File: config.mk
export PLATFORM = sky130hd
export DESIGN_NAME = decimal_text_to_integer
export DESIGN_NICKNAME = d
export VERILOG_FILES = /design/src/rtl/dtti_pkg.sv /design/src/rtl/dtti_front.sv /design/src/rtl/dtti_fifo.sv /design/src/rtl/dtti_back.sv /design/src/rtl/decimal_text_to_integer.sv
export SDC_FILE = /design/constraint.sdc
export NUM_CORES = 1
export LEC_CHECK = 0
export BUFFER_PORTS_ARGS = -buffer_cell sky130_fd_sc_hd__buf_2
export CAP_MARGIN = 20
export CORE_MARGIN = 2
export CORE_UTILIZATION = 33
export CTS_BUF_LIST = sky130_fd_sc_hd__clkbuf_8
export CTS_CLUSTER_DIAMETER = 80
export DETAILED_ROUTE_END_ITERATION = 12
export GPL_ROUTABILITY_DRIVEN = 0
export PLACE_DENSITY = 0.59
export SLEW_MARGIN = 40
export SYNTH_ARGS = -nofsm -noshare
export SYNTH_HDL_FRONTEND = slang
export SYNTH_HIERARCHICAL = 1
export SYNTH_SLANG_ARGS = --single-unit
File: constraint.sdc
create_clock -name clk -period 5 [get_ports clk]
set_clock_uncertainty 0.2 [all_clocks]
set_input_delay 0 -clock clk [delete_from_list [all_inputs] [get_ports clk]]
set_output_delay 0 -clock clk [all_outputs]
set_load 0.01 [all_outputs]
File: src/rtl/dtti_pkg.sv
// Package for the decimal text to integer parser.
// Holds item kinds, parse phases, mode codes, character codes and the queue entry type.
// No dependencies.
package dtti_pkg;

	localparam int DEFAULT_COUNT_BITS = 16;
	localparam int DEFAULT_FIFO_DEPTH = 4;

	localparam int VALUE_W = 64;
	localparam int CONS_W  = 16;
	localparam int CHAR_W  = 8;
	localparam int MODE_W  = 2;
	localparam int DIGIT_W = 4;
	localparam int IN_TDATA_W  = 8;
	localparam int OUT_TDATA_W = VALUE_W + CONS_W;

	localparam logic [CHAR_W-1:0] CH_ZERO  = 8'h30;
	localparam logic [CHAR_W-1:0] CH_NINE  = 8'h39;
	localparam logic [CHAR_W-1:0] CH_MINUS = 8'h2D;
	localparam logic [CHAR_W-1:0] CH_PLUS  = 8'h2B;

	localparam logic [MODE_W-1:0] MODE_STRICT_I32 = 2'd0;
	localparam logic [MODE_W-1:0] MODE_STRICT_I64 = 2'd1;
	localparam logic [MODE_W-1:0] MODE_SCAN_I64   = 2'd2;
	localparam logic [MODE_W-1:0] MODE_SCAN_U64   = 2'd3;

	typedef enum logic [1:0] {
		K_DIGIT,
		K_MINUS,
		K_PLUS,
		K_OTHER
	} kind_t;

	typedef enum logic [1:0] {
		PH_START,
		PH_RUN,
		PH_STOP,
		PH_FAIL
	} phase_t;

	typedef struct packed {
		kind_t                    kind;
		logic [DIGIT_W-1:0]       dval;
		logic                     last;
		logic                     empty;
		logic [MODE_W-1:0]        mode;
	} item_t;

endpackage

File: src/rtl/dtti_front.sv
// Front end: takes input beats and classifies each byte under the current mode.
// Depends on dtti_pkg; pushes item_t entries into dtti_fifo.
module dtti_front import dtti_pkg::*; (
	input  logic                  s_tvalid,
	output logic                  s_tready,
	input  logic [IN_TDATA_W-1:0] s_tdata,   // [7:0] char_in
	input  logic                  s_tlast,
	input  logic                  s_tuser,   // [0] empty_string
	input  logic [MODE_W-1:0]     mode,
	input  logic                  full,
	output logic                  push,
	output item_t                 item
);

	logic [CHAR_W-1:0] c;
	logic              is_digit;
	logic              sign_ok;

	assign c        = s_tdata[CHAR_W-1:0];
	assign is_digit = (c >= CH_ZERO) && (c <= CH_NINE);
	assign sign_ok  = (mode != MODE_SCAN_U64);

	assign s_tready = !full;
	assign push     = s_tvalid && !full;

	always_comb begin
		item.dval  = DIGIT_W'(c - CH_ZERO);
		item.last  = s_tlast;
		item.empty = s_tuser;
		item.mode  = mode;
		if (is_digit) begin
			item.kind = K_DIGIT;
		end else if (sign_ok && c == CH_MINUS) begin
			item.kind = K_MINUS;
		end else if (sign_ok && c == CH_PLUS) begin
			item.kind = K_PLUS;
		end else begin
			item.kind = K_OTHER;
		end
	end

endmodule

File: src/rtl/dtti_fifo.sv
// Short queue of classified items between front and back end.
// Depends on dtti_pkg for item_t.
module dtti_fifo import dtti_pkg::*; #(
	parameter int DEPTH = DEFAULT_FIFO_DEPTH
) (
	input  logic  clk,
	input  logic  arst_n,
	input  logic  push,
	input  item_t wr_item,
	output logic  full,
	input  logic  pop,
	output logic  rd_valid,
	output item_t rd_item
);

	localparam int PTR_W = (DEPTH > 1) ? $clog2(DEPTH) : 1;
	localparam int CNT_W = $clog2(DEPTH + 1);
	localparam logic [PTR_W-1:0] LAST_PTR = PTR_W'(DEPTH - 1);
	localparam logic [CNT_W-1:0] FULL_CNT = CNT_W'(DEPTH);

	item_t             mem_q [DEPTH];
	logic [PTR_W-1:0]  wr_ptr_q;
	logic [PTR_W-1:0]  rd_ptr_q;
	logic [CNT_W-1:0]  count_q;
	logic              do_push;
	logic              do_pop;

	assign full     = (count_q == FULL_CNT);
	assign rd_valid = (count_q != '0);
	assign rd_item  = mem_q[rd_ptr_q];
	assign do_push  = push && !full;
	assign do_pop   = pop && rd_valid;

	always_ff @(posedge clk) begin
		if (do_push) begin
			mem_q[wr_ptr_q] <= wr_item;
		end
	end

	always_ff @(posedge clk or negedge arst_n) begin
		if (!arst_n) begin
			wr_ptr_q <= '0;
			rd_ptr_q <= '0;
			count_q  <= '0;
		end else begin
			if (do_push) begin
				wr_ptr_q <= (wr_ptr_q == LAST_PTR) ? '0 : wr_ptr_q + 1'b1;
			end
			if (do_pop) begin
				rd_ptr_q <= (rd_ptr_q == LAST_PTR) ? '0 : rd_ptr_q + 1'b1;
			end
			case ({do_push, do_pop})
				2'b10:   count_q <= count_q + 1'b1;
				2'b01:   count_q <= count_q - 1'b1;
				default: count_q <= count_q;
			endcase
		end
	end

endmodule

File: src/rtl/dtti_back.sv
// Back end: runs the parse state per item, captures the finished string, and
// forms the result in the output register. Depends on dtti_pkg.
module dtti_back import dtti_pkg::*; #(
	parameter int COUNT_BITS = DEFAULT_COUNT_BITS
) (
	input  logic                   clk,
	input  logic                   arst_n,
	input  logic                   hd_valid,
	input  item_t                  hd_item,
	output logic                   pop,
	output logic                   m_tvalid,
	input  logic                   m_tready,
	output logic [OUT_TDATA_W-1:0] m_tdata,  // [63:0] value, [79:64] consumed
	output logic                   m_tuser   // [0] ok
);

	localparam logic [COUNT_BITS-1:0] CNT_MAX = '1;

	// string state
	logic [VALUE_W-1:0]    acc_q;
	logic                  neg_q;
	logic [COUNT_BITS-1:0] pos_q;
	logic                  have_q;
	phase_t                phase_q;

	logic [VALUE_W-1:0]    acc_n;
	logic                  neg_n;
	logic [COUNT_BITS-1:0] pos_n;
	logic                  have_n;
	phase_t                phase_n;
	logic [COUNT_BITS-1:0] pos_inc;
	logic [VALUE_W-1:0]    acc_x10;
	logic                  strict;
	logic                  fin;
	logic                  ok_n;

	// finished string, stage 1
	logic                  fin_v_s1;
	logic [VALUE_W-1:0]    acc_s1;
	logic                  neg_s1;
	logic [MODE_W-1:0]     mode_s1;
	logic                  ok_s1;
	logic [COUNT_BITS-1:0] pos_s1;
	logic                  fin_move;

	// output register
	logic                  out_v_q;
	logic [VALUE_W-1:0]    value_q;
	logic [CONS_W-1:0]     cons_q;
	logic                  ok_q;
	logic [VALUE_W-1:0]    value_d;
	logic [VALUE_W-1:0]    signed_acc;
	logic [CONS_W-1:0]     cons_sat;

	assign fin      = hd_item.empty || hd_item.last;
	assign fin_move = fin_v_s1 && (!out_v_q || m_tready);
	assign pop      = hd_valid && (!fin || !fin_v_s1 || fin_move);
	assign strict   = (hd_item.mode == MODE_STRICT_I32) || (hd_item.mode == MODE_STRICT_I64);
	assign pos_inc  = (pos_q == CNT_MAX) ? pos_q : pos_q + 1'b1;
	assign acc_x10  = {acc_q[VALUE_W-4:0], 3'b000} + {acc_q[VALUE_W-2:0], 1'b0}
		+ VALUE_W'(hd_item.dval);

	// next state
	always_comb begin
		acc_n   = acc_q;
		neg_n   = neg_q;
		pos_n   = pos_q;
		have_n  = have_q;
		phase_n = phase_q;
		case (phase_q)
			PH_START: begin
				case (hd_item.kind)
					K_DIGIT: begin
						acc_n   = acc_x10;
						have_n  = 1'b1;
						pos_n   = pos_inc;
						phase_n = PH_RUN;
					end
					K_MINUS: begin
						neg_n   = 1'b1;
						pos_n   = pos_inc;
						phase_n = PH_RUN;
					end
					K_PLUS: begin
						pos_n   = pos_inc;
						phase_n = PH_RUN;
					end
					default: phase_n = PH_FAIL;
				endcase
			end
			PH_RUN: begin
				if (hd_item.kind == K_DIGIT) begin
					acc_n   = acc_x10;
					have_n  = 1'b1;
					pos_n   = pos_inc;
				end else if (strict || !have_q) begin
					phase_n = PH_FAIL;
				end else begin
					phase_n = PH_STOP;
				end
			end
			default: phase_n = phase_q;
		endcase
	end

	// string outcome
	always_comb begin
		ok_n = !hd_item.empty && have_n && (phase_n == PH_RUN || phase_n == PH_STOP);
	end

	always_ff @(posedge clk or negedge arst_n) begin
		if (!arst_n) begin
			acc_q   <= '0;
			neg_q   <= 1'b0;
			pos_q   <= '0;
			have_q  <= 1'b0;
			phase_q <= PH_START;
		end else if (pop) begin
			if (fin) begin
				acc_q   <= '0;
				neg_q   <= 1'b0;
				pos_q   <= '0;
				have_q  <= 1'b0;
				phase_q <= PH_START;
			end else begin
				acc_q   <= acc_n;
				neg_q   <= neg_n;
				pos_q   <= pos_n;
				have_q  <= have_n;
				phase_q <= phase_n;
			end
		end
	end

	always_ff @(posedge clk or negedge arst_n) begin
		if (!arst_n) begin
			fin_v_s1 <= 1'b0;
		end else if (pop && fin) begin
			fin_v_s1 <= 1'b1;
		end else if (fin_move) begin
			fin_v_s1 <= 1'b0;
		end
	end

	always_ff @(posedge clk) begin
		if (pop && fin) begin
			acc_s1  <= acc_n;
			neg_s1  <= neg_n;
			mode_s1 <= hd_item.mode;
			ok_s1   <= ok_n;
			pos_s1  <= pos_n;
		end
	end

	// result forming
	always_comb begin
		signed_acc = (neg_s1 && mode_s1 != MODE_SCAN_U64) ? (VALUE_W'(0) - acc_s1) : acc_s1;
		if (mode_s1 == MODE_STRICT_I32) begin
			signed_acc = {{(VALUE_W/2){signed_acc[VALUE_W/2-1]}}, signed_acc[VALUE_W/2-1:0]};
		end
		value_d = ok_s1 ? signed_acc : '0;
	end

	generate
		if (COUNT_BITS > CONS_W) begin : g_sat
			assign cons_sat = (pos_s1[COUNT_BITS-1:CONS_W] != '0) ? '1 : pos_s1[CONS_W-1:0];
		end else begin : g_ext
			assign cons_sat = CONS_W'(pos_s1);
		end
	endgenerate

	always_ff @(posedge clk or negedge arst_n) begin
		if (!arst_n) begin
			out_v_q <= 1'b0;
		end else if (fin_move) begin
			out_v_q <= 1'b1;
		end else if (m_tready) begin
			out_v_q <= 1'b0;
		end
	end

	always_ff @(posedge clk) begin
		if (fin_move) begin
			value_q <= value_d;
			cons_q  <= ok_s1 ? cons_sat : '0;
			ok_q    <= ok_s1;
		end
	end

	assign m_tvalid = out_v_q;
	assign m_tdata  = {cons_q, value_q};
	assign m_tuser  = ok_q;

	a_fin_slot_free: assert property (@(posedge clk) disable iff (!arst_n)
		pop && fin |-> !fin_v_s1 || fin_move)
		else $error("finished string popped onto an occupied slot");

	a_fin_captured: assert property (@(posedge clk) disable iff (!arst_n)
		pop && fin |=> fin_v_s1)
		else $error("finished string not captured");

	a_fail_is_zero: assert property (@(posedge clk) disable iff (!arst_n)
		m_tvalid && !m_tuser |-> m_tdata == '0)
		else $error("failed result carries nonzero data");

	a_state_cleared: assert property (@(posedge clk) disable iff (!arst_n)
		pop && fin |=> phase_q == PH_START && !have_q && pos_q == '0)
		else $error("string state not cleared after end of string");

endmodule

File: src/rtl/decimal_text_to_integer.sv
// Decimal text to integer parser, top level.
// Instantiates dtti_front, dtti_fifo and dtti_back; depends on dtti_pkg.
//
// Takes one string byte per beat and returns one result beat per string, at
// the beat with tlast set or at a beat flagged empty. Throughput is one byte
// per clock while m_tready takes results, set by the back end's combinational
// multiply-by-ten-and-add on the 64-bit accumulator. The final byte passes
// the queue, end-of-string capture and output register before m_tvalid rises.
// parse_mode is sampled per byte; write it only between strings.
module decimal_text_to_integer import dtti_pkg::*; #(
	parameter int COUNT_BITS = DEFAULT_COUNT_BITS,
	parameter int FIFO_DEPTH = DEFAULT_FIFO_DEPTH
) (
	input  logic                   clk,
	input  logic                   arst_n,
	input  logic                   cfg_wr_en,
	input  logic [MODE_W-1:0]      cfg_wr_data,  // parse_mode
	input  logic                   s_tvalid,
	output logic                   s_tready,
	input  logic [IN_TDATA_W-1:0]  s_tdata,      // [7:0] char_in
	input  logic                   s_tlast,
	input  logic                   s_tuser,      // [0] empty_string
	output logic                   m_tvalid,
	input  logic                   m_tready,
	output logic [OUT_TDATA_W-1:0] m_tdata,      // [63:0] value, [79:64] consumed
	output logic                   m_tuser       // [0] ok
);

	logic [MODE_W-1:0] mode_q;
	logic              full;
	logic              push;
	item_t             wr_item;
	logic              pop;
	logic              hd_valid;
	item_t             hd_item;

	always_ff @(posedge clk or negedge arst_n) begin
		if (!arst_n) begin
			mode_q <= MODE_STRICT_I32;
		end else if (cfg_wr_en) begin
			mode_q <= cfg_wr_data;
		end
	end

	dtti_front u_front (
		.s_tvalid (s_tvalid),
		.s_tready (s_tready),
		.s_tdata  (s_tdata),
		.s_tlast  (s_tlast),
		.s_tuser  (s_tuser),
		.mode     (mode_q),
		.full     (full),
		.push     (push),
		.item     (wr_item)
	);

	dtti_fifo #(
		.DEPTH (FIFO_DEPTH)
	) u_fifo (
		.clk      (clk),
		.arst_n   (arst_n),
		.push     (push),
		.wr_item  (wr_item),
		.full     (full),
		.pop      (pop),
		.rd_valid (hd_valid),
		.rd_item  (hd_item)
	);

	dtti_back #(
		.COUNT_BITS (COUNT_BITS)
	) u_back (
		.clk      (clk),
		.arst_n   (arst_n),
		.hd_valid (hd_valid),
		.hd_item  (hd_item),
		.pop      (pop),
		.m_tvalid (m_tvalid),
		.m_tready (m_tready),
		.m_tdata  (m_tdata),
		.m_tuser  (m_tuser)
	);

endmodule

==> impl_metrics.csv <==
group,metric,value,unit
run_status,run_status,"finished clean",
clocking,ctsLongestPathBuffers,3,
global_routing,grt_antenna_before_repair,1,
logic_synthesis,ys_dominant_reg_cell,"sky130_fd_sc_hd__edfxtp_1",
worst_hold_path,worst_hold_startpoint,"s_tdata[3]",
worst_hold_path,whs_endpoint,"u_fifo/mem_q[2][7]",
finish,layoutNonFillerInstCount,2549,
detailed_routing,vias_per_cell,5.25,
sta,period_minus_slack,4.70,ns
logic_synthesis,synth_area_leader_cell,"sky130_fd_sc_hd__edfxtp_1",
finish,drive_above_1_share,13.5,%
logic_synthesis,syn_nets,1852,
sta,post-route-worst-setup-slack,0.297,ns
placed_design,post-place-cells,2433,
finish,postLayoutCoreUtil,37.8,%
detailed_routing,drc,0,
logic_synthesis,synthesis.area,17900,um^2
clocking,number_of_cts_inserted_buffers,48,
global_routing,global_route_wire_length_before_repair,71400,um
power,comb_power_share,36.6,%
floorplanning,initial_standard_cell_utilization_of_the_core,33.3,%
floorplanning,dieWidth,237,um
clocking,clock_insertion_delay_worst_skew,0.62,ns
power,net-switching-power,0.00386,W
critical_path,critical_path.reg2reg.startpoint,"u_fifo/rd_ptr_q[0]",
floorplanning,floorplan.core_area,53700,um^2
sta,clock.fmax,213,MHz
job,cap_viol_max_count,0,
power,power.density_cell_area,494,nW/um^2
floorplanning,floorplan.die.height,237,um
worst_hold_path,hold-path-cell-count,2,
critical_path,critical-path-slowest-cell,"sky130_fd_sc_hd__fa_1",
power,pwr-share-clk,20.5,%
sta,period_share,94.1,%
sta,hold_viol,0,
power,switching_share,38.5,%
power,power,0.0100,W
detailed_routing,vias,13392,
power,p_seq_share,42.8,%
power,power_report.internal_total,0.00616,W
sta,tns,0,ns
logic_synthesis,post-synth-top-area-fraction,34.4,%
critical_path,worstPathBufferInverterCount,2,
logic_synthesis,postSynthRegisterBits,300,
clocking,clockRootBuffer,"sky130_fd_sc_hd__clkbuf_8",
logic_synthesis,syn_inst,1702,
critical_path,path_delay_family,"compound AO/OA/AOI/OAI gates",
placed_design,place_worst_setup_slack,0.209,ns
floorplanning,die_area,56100,um^2
logic_synthesis,synthDistinctLibCells,89,
global_routing,grt-ovfl-total,0,
clocking,cts.htree.levels,2,
detailed_routing,drt-pass1-iter-count,5,
sta,timing.final.max_slew_violations,0,
finish,fillerInstances,5140,
floorplanning,design.portCount,100,
global_routing,grt_pass1_vias,13078,
critical_path,crit_path_cell_trace,"mux4_2 > inv_1 > fa_1 > inv_1 > ha_1 > a211oi_2 > o21ai_1 > a21oi_2 > a2111oi_4 > o21ai_2 > a2111oi_4 > o2111ai_1 > o31ai_2 > xor2_1 > mux2_2",
critical_path,worst-r2r-cell-count,15,
critical_path,max_stage_delay_on_crit_path,0.53,ns
clocking,cts_tree,"done",
sta,slew_of_the_pin_with_the_lowest_slew_margin,0.841,ns
critical_path,crit-reg2reg-capture,"u_back/acc_s1[61]",
detailed_routing,drtIter0Drc,1059,
logic_synthesis,count_of_flip_flops_with_a_built_in_enable_after_synthesis,205,
power,power_leakage,8.73,nW
clocking,clkSinkCount,300,
critical_path,critical_path.max_fanout,4,
detailed_routing,ant_nets,0,
worst_hold_path,classification_of_the_worst_slack_hold_path,"in2reg",
global_routing,maximum_number_of_pins_on_one_net_before_global_route_repair,75,
critical_path,startpoint_type_of_the_worst_setup_path,"register",
finish,fin_nets,1965,
logic_synthesis,synth_area_per_cell,10.5,um^2
sta,slew_headroom,43.5,%
logic_synthesis,async_flop_share,31.7,%
logic_synthesis,ys.warnings.count,6,
critical_path,worst-endpoint-arrival,4.86,ns
critical_path,setup.worst_path.end_class,"register",
detailed_routing,drt_wl_total,44200,um
placed_design,place_hpwl,32100,um
logic_synthesis,ys_top_cells_by_count,"229 x sky130_fd_sc_hd__nand2_1, 205 x sky130_fd_sc_hd__edfxtp_1, 130 x sky130_fd_sc_hd__ha_1, 125 x sky130_fd_sc_hd__o21ai_0, 113 x sky130_fd_sc_hd__a21oi_1",
detailed_routing,avgRoutedWirePerCell,17.3,um
sta,setup_viol_count_final,0,
logic_synthesis,synth.area.top_cells,"sky130_fd_sc_hd__edfxtp_1 34%, sky130_fd_sc_hd__dfrtp_1 13%, sky130_fd_sc_hd__ha_1 9.1%",
placed_design,port-buffer-count,99,
finish,flow.area_growth_from_synthesis,13.4,%
critical_path,timing.reg2reg.setup_slack,0.30,ns
logic_synthesis,yosys.cell_count.top_type,"sky130_fd_sc_hd__nand2_1",
sta,setup_repair_after_global_routing_missed_its_margin,"no",
floorplanning,rows,85,
critical_path,worst-setup-path-type,"reg2reg",
clocking,cts.clk_slew.worst_paths,0.06,ns
power,vdd_drop_max,0.000254,V
critical_path,required_time_reported_for_the_critical_path_endpoint,5.15,ns
global_routing,groute.usage.overall,15.8,%
logic_synthesis,synth_seq_area_share,47.7,%
metal layers:
layer  up-vias  GRT usage (%)  share of wire (%)
met5         -              0                  0
met4         0           4.97                2.2
met3        64           2.44                5.0
met2       355           25.1                 46
met1      6470           22.1                 47
li1       6503              -                  -
kinds of logic (layout without fill, tap and decap cells):
group | Yosys count | after routing | share of synthesized area, %
and+or+nand+nor | 527 | 527 | 14.6
AOI/OAI and AO/OA | 463 | 463 | 16.8
DFF | 300 | 300 | 47.7
adders and majority gates | 134 | 134 | 9.48
buffers and inverters | 127 | 277 | 2.94
xor gates and xnor gates | 126 | 126 | 6.17
muxes | 25 | 25 | 2.35
other | 0 | 1 | 0
cell usage in the layout, fill, tap and decap left out, types with 11 or more instances in the layout:
master and count:
sky130_fd_sc_hd__a21o_1 42, sky130_fd_sc_hd__nor4_1 12, sky130_fd_sc_hd__nand2_1 228, sky130_fd_sc_hd__nor2_1 71, sky130_fd_sc_hd__o31ai_1 17, sky130_fd_sc_hd__nand3_1 39, sky130_fd_sc_hd__edfxtp_1 205, sky130_fd_sc_hd__buf_2 98
sky130_fd_sc_hd__nor3_1 16, sky130_fd_sc_hd__ha_1 130, sky130_fd_sc_hd__dfrtp_1 95, sky130_fd_sc_hd__xnor2_1 68, sky130_fd_sc_hd__buf_4 25, sky130_fd_sc_hd__o21ai_0 123, sky130_fd_sc_hd__and2_1 56, sky130_fd_sc_hd__a22o_1 27
sky130_fd_sc_hd__o21bai_1 23, sky130_fd_sc_hd__o22ai_1 24, sky130_fd_sc_hd__a21oi_1 113, sky130_fd_sc_hd__dlygate4sd3_1 28, sky130_fd_sc_hd__clkbuf_8 56, sky130_fd_sc_hd__inv_1 50, sky130_fd_sc_hd__xor2_1 58, sky130_fd_sc_hd__nand4_1 23
sky130_fd_sc_hd__o21a_1 11, sky130_fd_sc_hd__and3_1 16
repair_timing:
action	CTS	global route
gates resized for setup	0	2
setup endpoints to repair	0	4
hold buffers	28	0
endpoints found under the hold margin	193	0
setup buffers	0	0
state kept, by name (all words and copies together), names as in the netlist, 3 cells and up:
register         flops
u_back/acc_q        64
u_back/cons_q       16
u_back/acc_s1       64
u_back/pos_q        16
u_fifo/count_q       3
u_fifo/mem_q        40
u_back/value_q      64
u_back/cons_sat     16
through the flow:
stage	hold slack (ns)	instance area, um^2
3_5_place_dp	-0.355	19100
4_1_cts	0.00593	20300
6_report	0.0728	20300
5_1_grt	0.0434	20300
2_1_floorplan	-0.496	17900
3_3_place_gp	-0.357	19100
worst reg2reg max path: stages, from the launching register on:
cell and delay (ns):
sky130_fd_sc_hd__dfrtp_1 0.41, sky130_fd_sc_hd__mux4_2 0.33, sky130_fd_sc_hd__inv_1 0.05, sky130_fd_sc_hd__fa_1 0.53, sky130_fd_sc_hd__inv_1 0.07, sky130_fd_sc_hd__ha_1 0.32
sky130_fd_sc_hd__a211oi_2 0.09, sky130_fd_sc_hd__o21ai_1 0.29, sky130_fd_sc_hd__a21oi_2 0.18, sky130_fd_sc_hd__a2111oi_4 0.46, sky130_fd_sc_hd__o21ai_2 0.13, sky130_fd_sc_hd__a2111oi_4 0.42
sky130_fd_sc_hd__o2111ai_1 0.28, sky130_fd_sc_hd__o31ai_2 0.28, sky130_fd_sc_hd__xor2_1 0.12, sky130_fd_sc_hd__mux2_2 0.28
area by class of cell:
class                      count  area, um^2  area share, %
antenna                        1        2.50         0.0123
clock buffer                  56         771           3.80
clock inverter                31         160          0.789
inverter                      39         146          0.721
multi-input combinational   1275        8850           43.6
sequential                   300        8530           42.0
tap                          696         871           4.29
timing repair buffer         151         958           4.72
worst max path at each step:
stage / slack [ns] / start / cells after the start / endpoint
2_1_floorplan: 0.65 / u_fifo/rd_ptr_q[0] / 4 / u_back/acc_s1[0]
6_report: 0.30 / u_fifo/rd_ptr_q[0] / 15 / u_back/acc_s1[61]
3_5_place_dp: 0.21 / u_fifo/rd_ptr_q[0] / 15 / u_back/acc_s1[48]
4_1_cts: 0.20 / u_fifo/rd_ptr_q[0] / 15 / u_back/acc_s1[48]
3_3_place_gp: 0.29 / u_fifo/rd_ptr_q[0] / 15 / u_back/acc_s1[48]
5_1_grt: 0.01 / u_fifo/rd_ptr_q[0] / 15 / u_back/acc_s1[61]
power groups by stage:
stage               logic (W)  clock network, W  registers, W
finish                0.00367           0.00206       0.00429
global route          0.00405           0.00223       0.00439
CTS                   0.00369           0.00212       0.00430
detailed placement    0.00366                 0       0.00434
global placement      0.00358                 0       0.00432
floorplan             0.00232                 0       0.00443
Power figures use the tool's default switching activity.
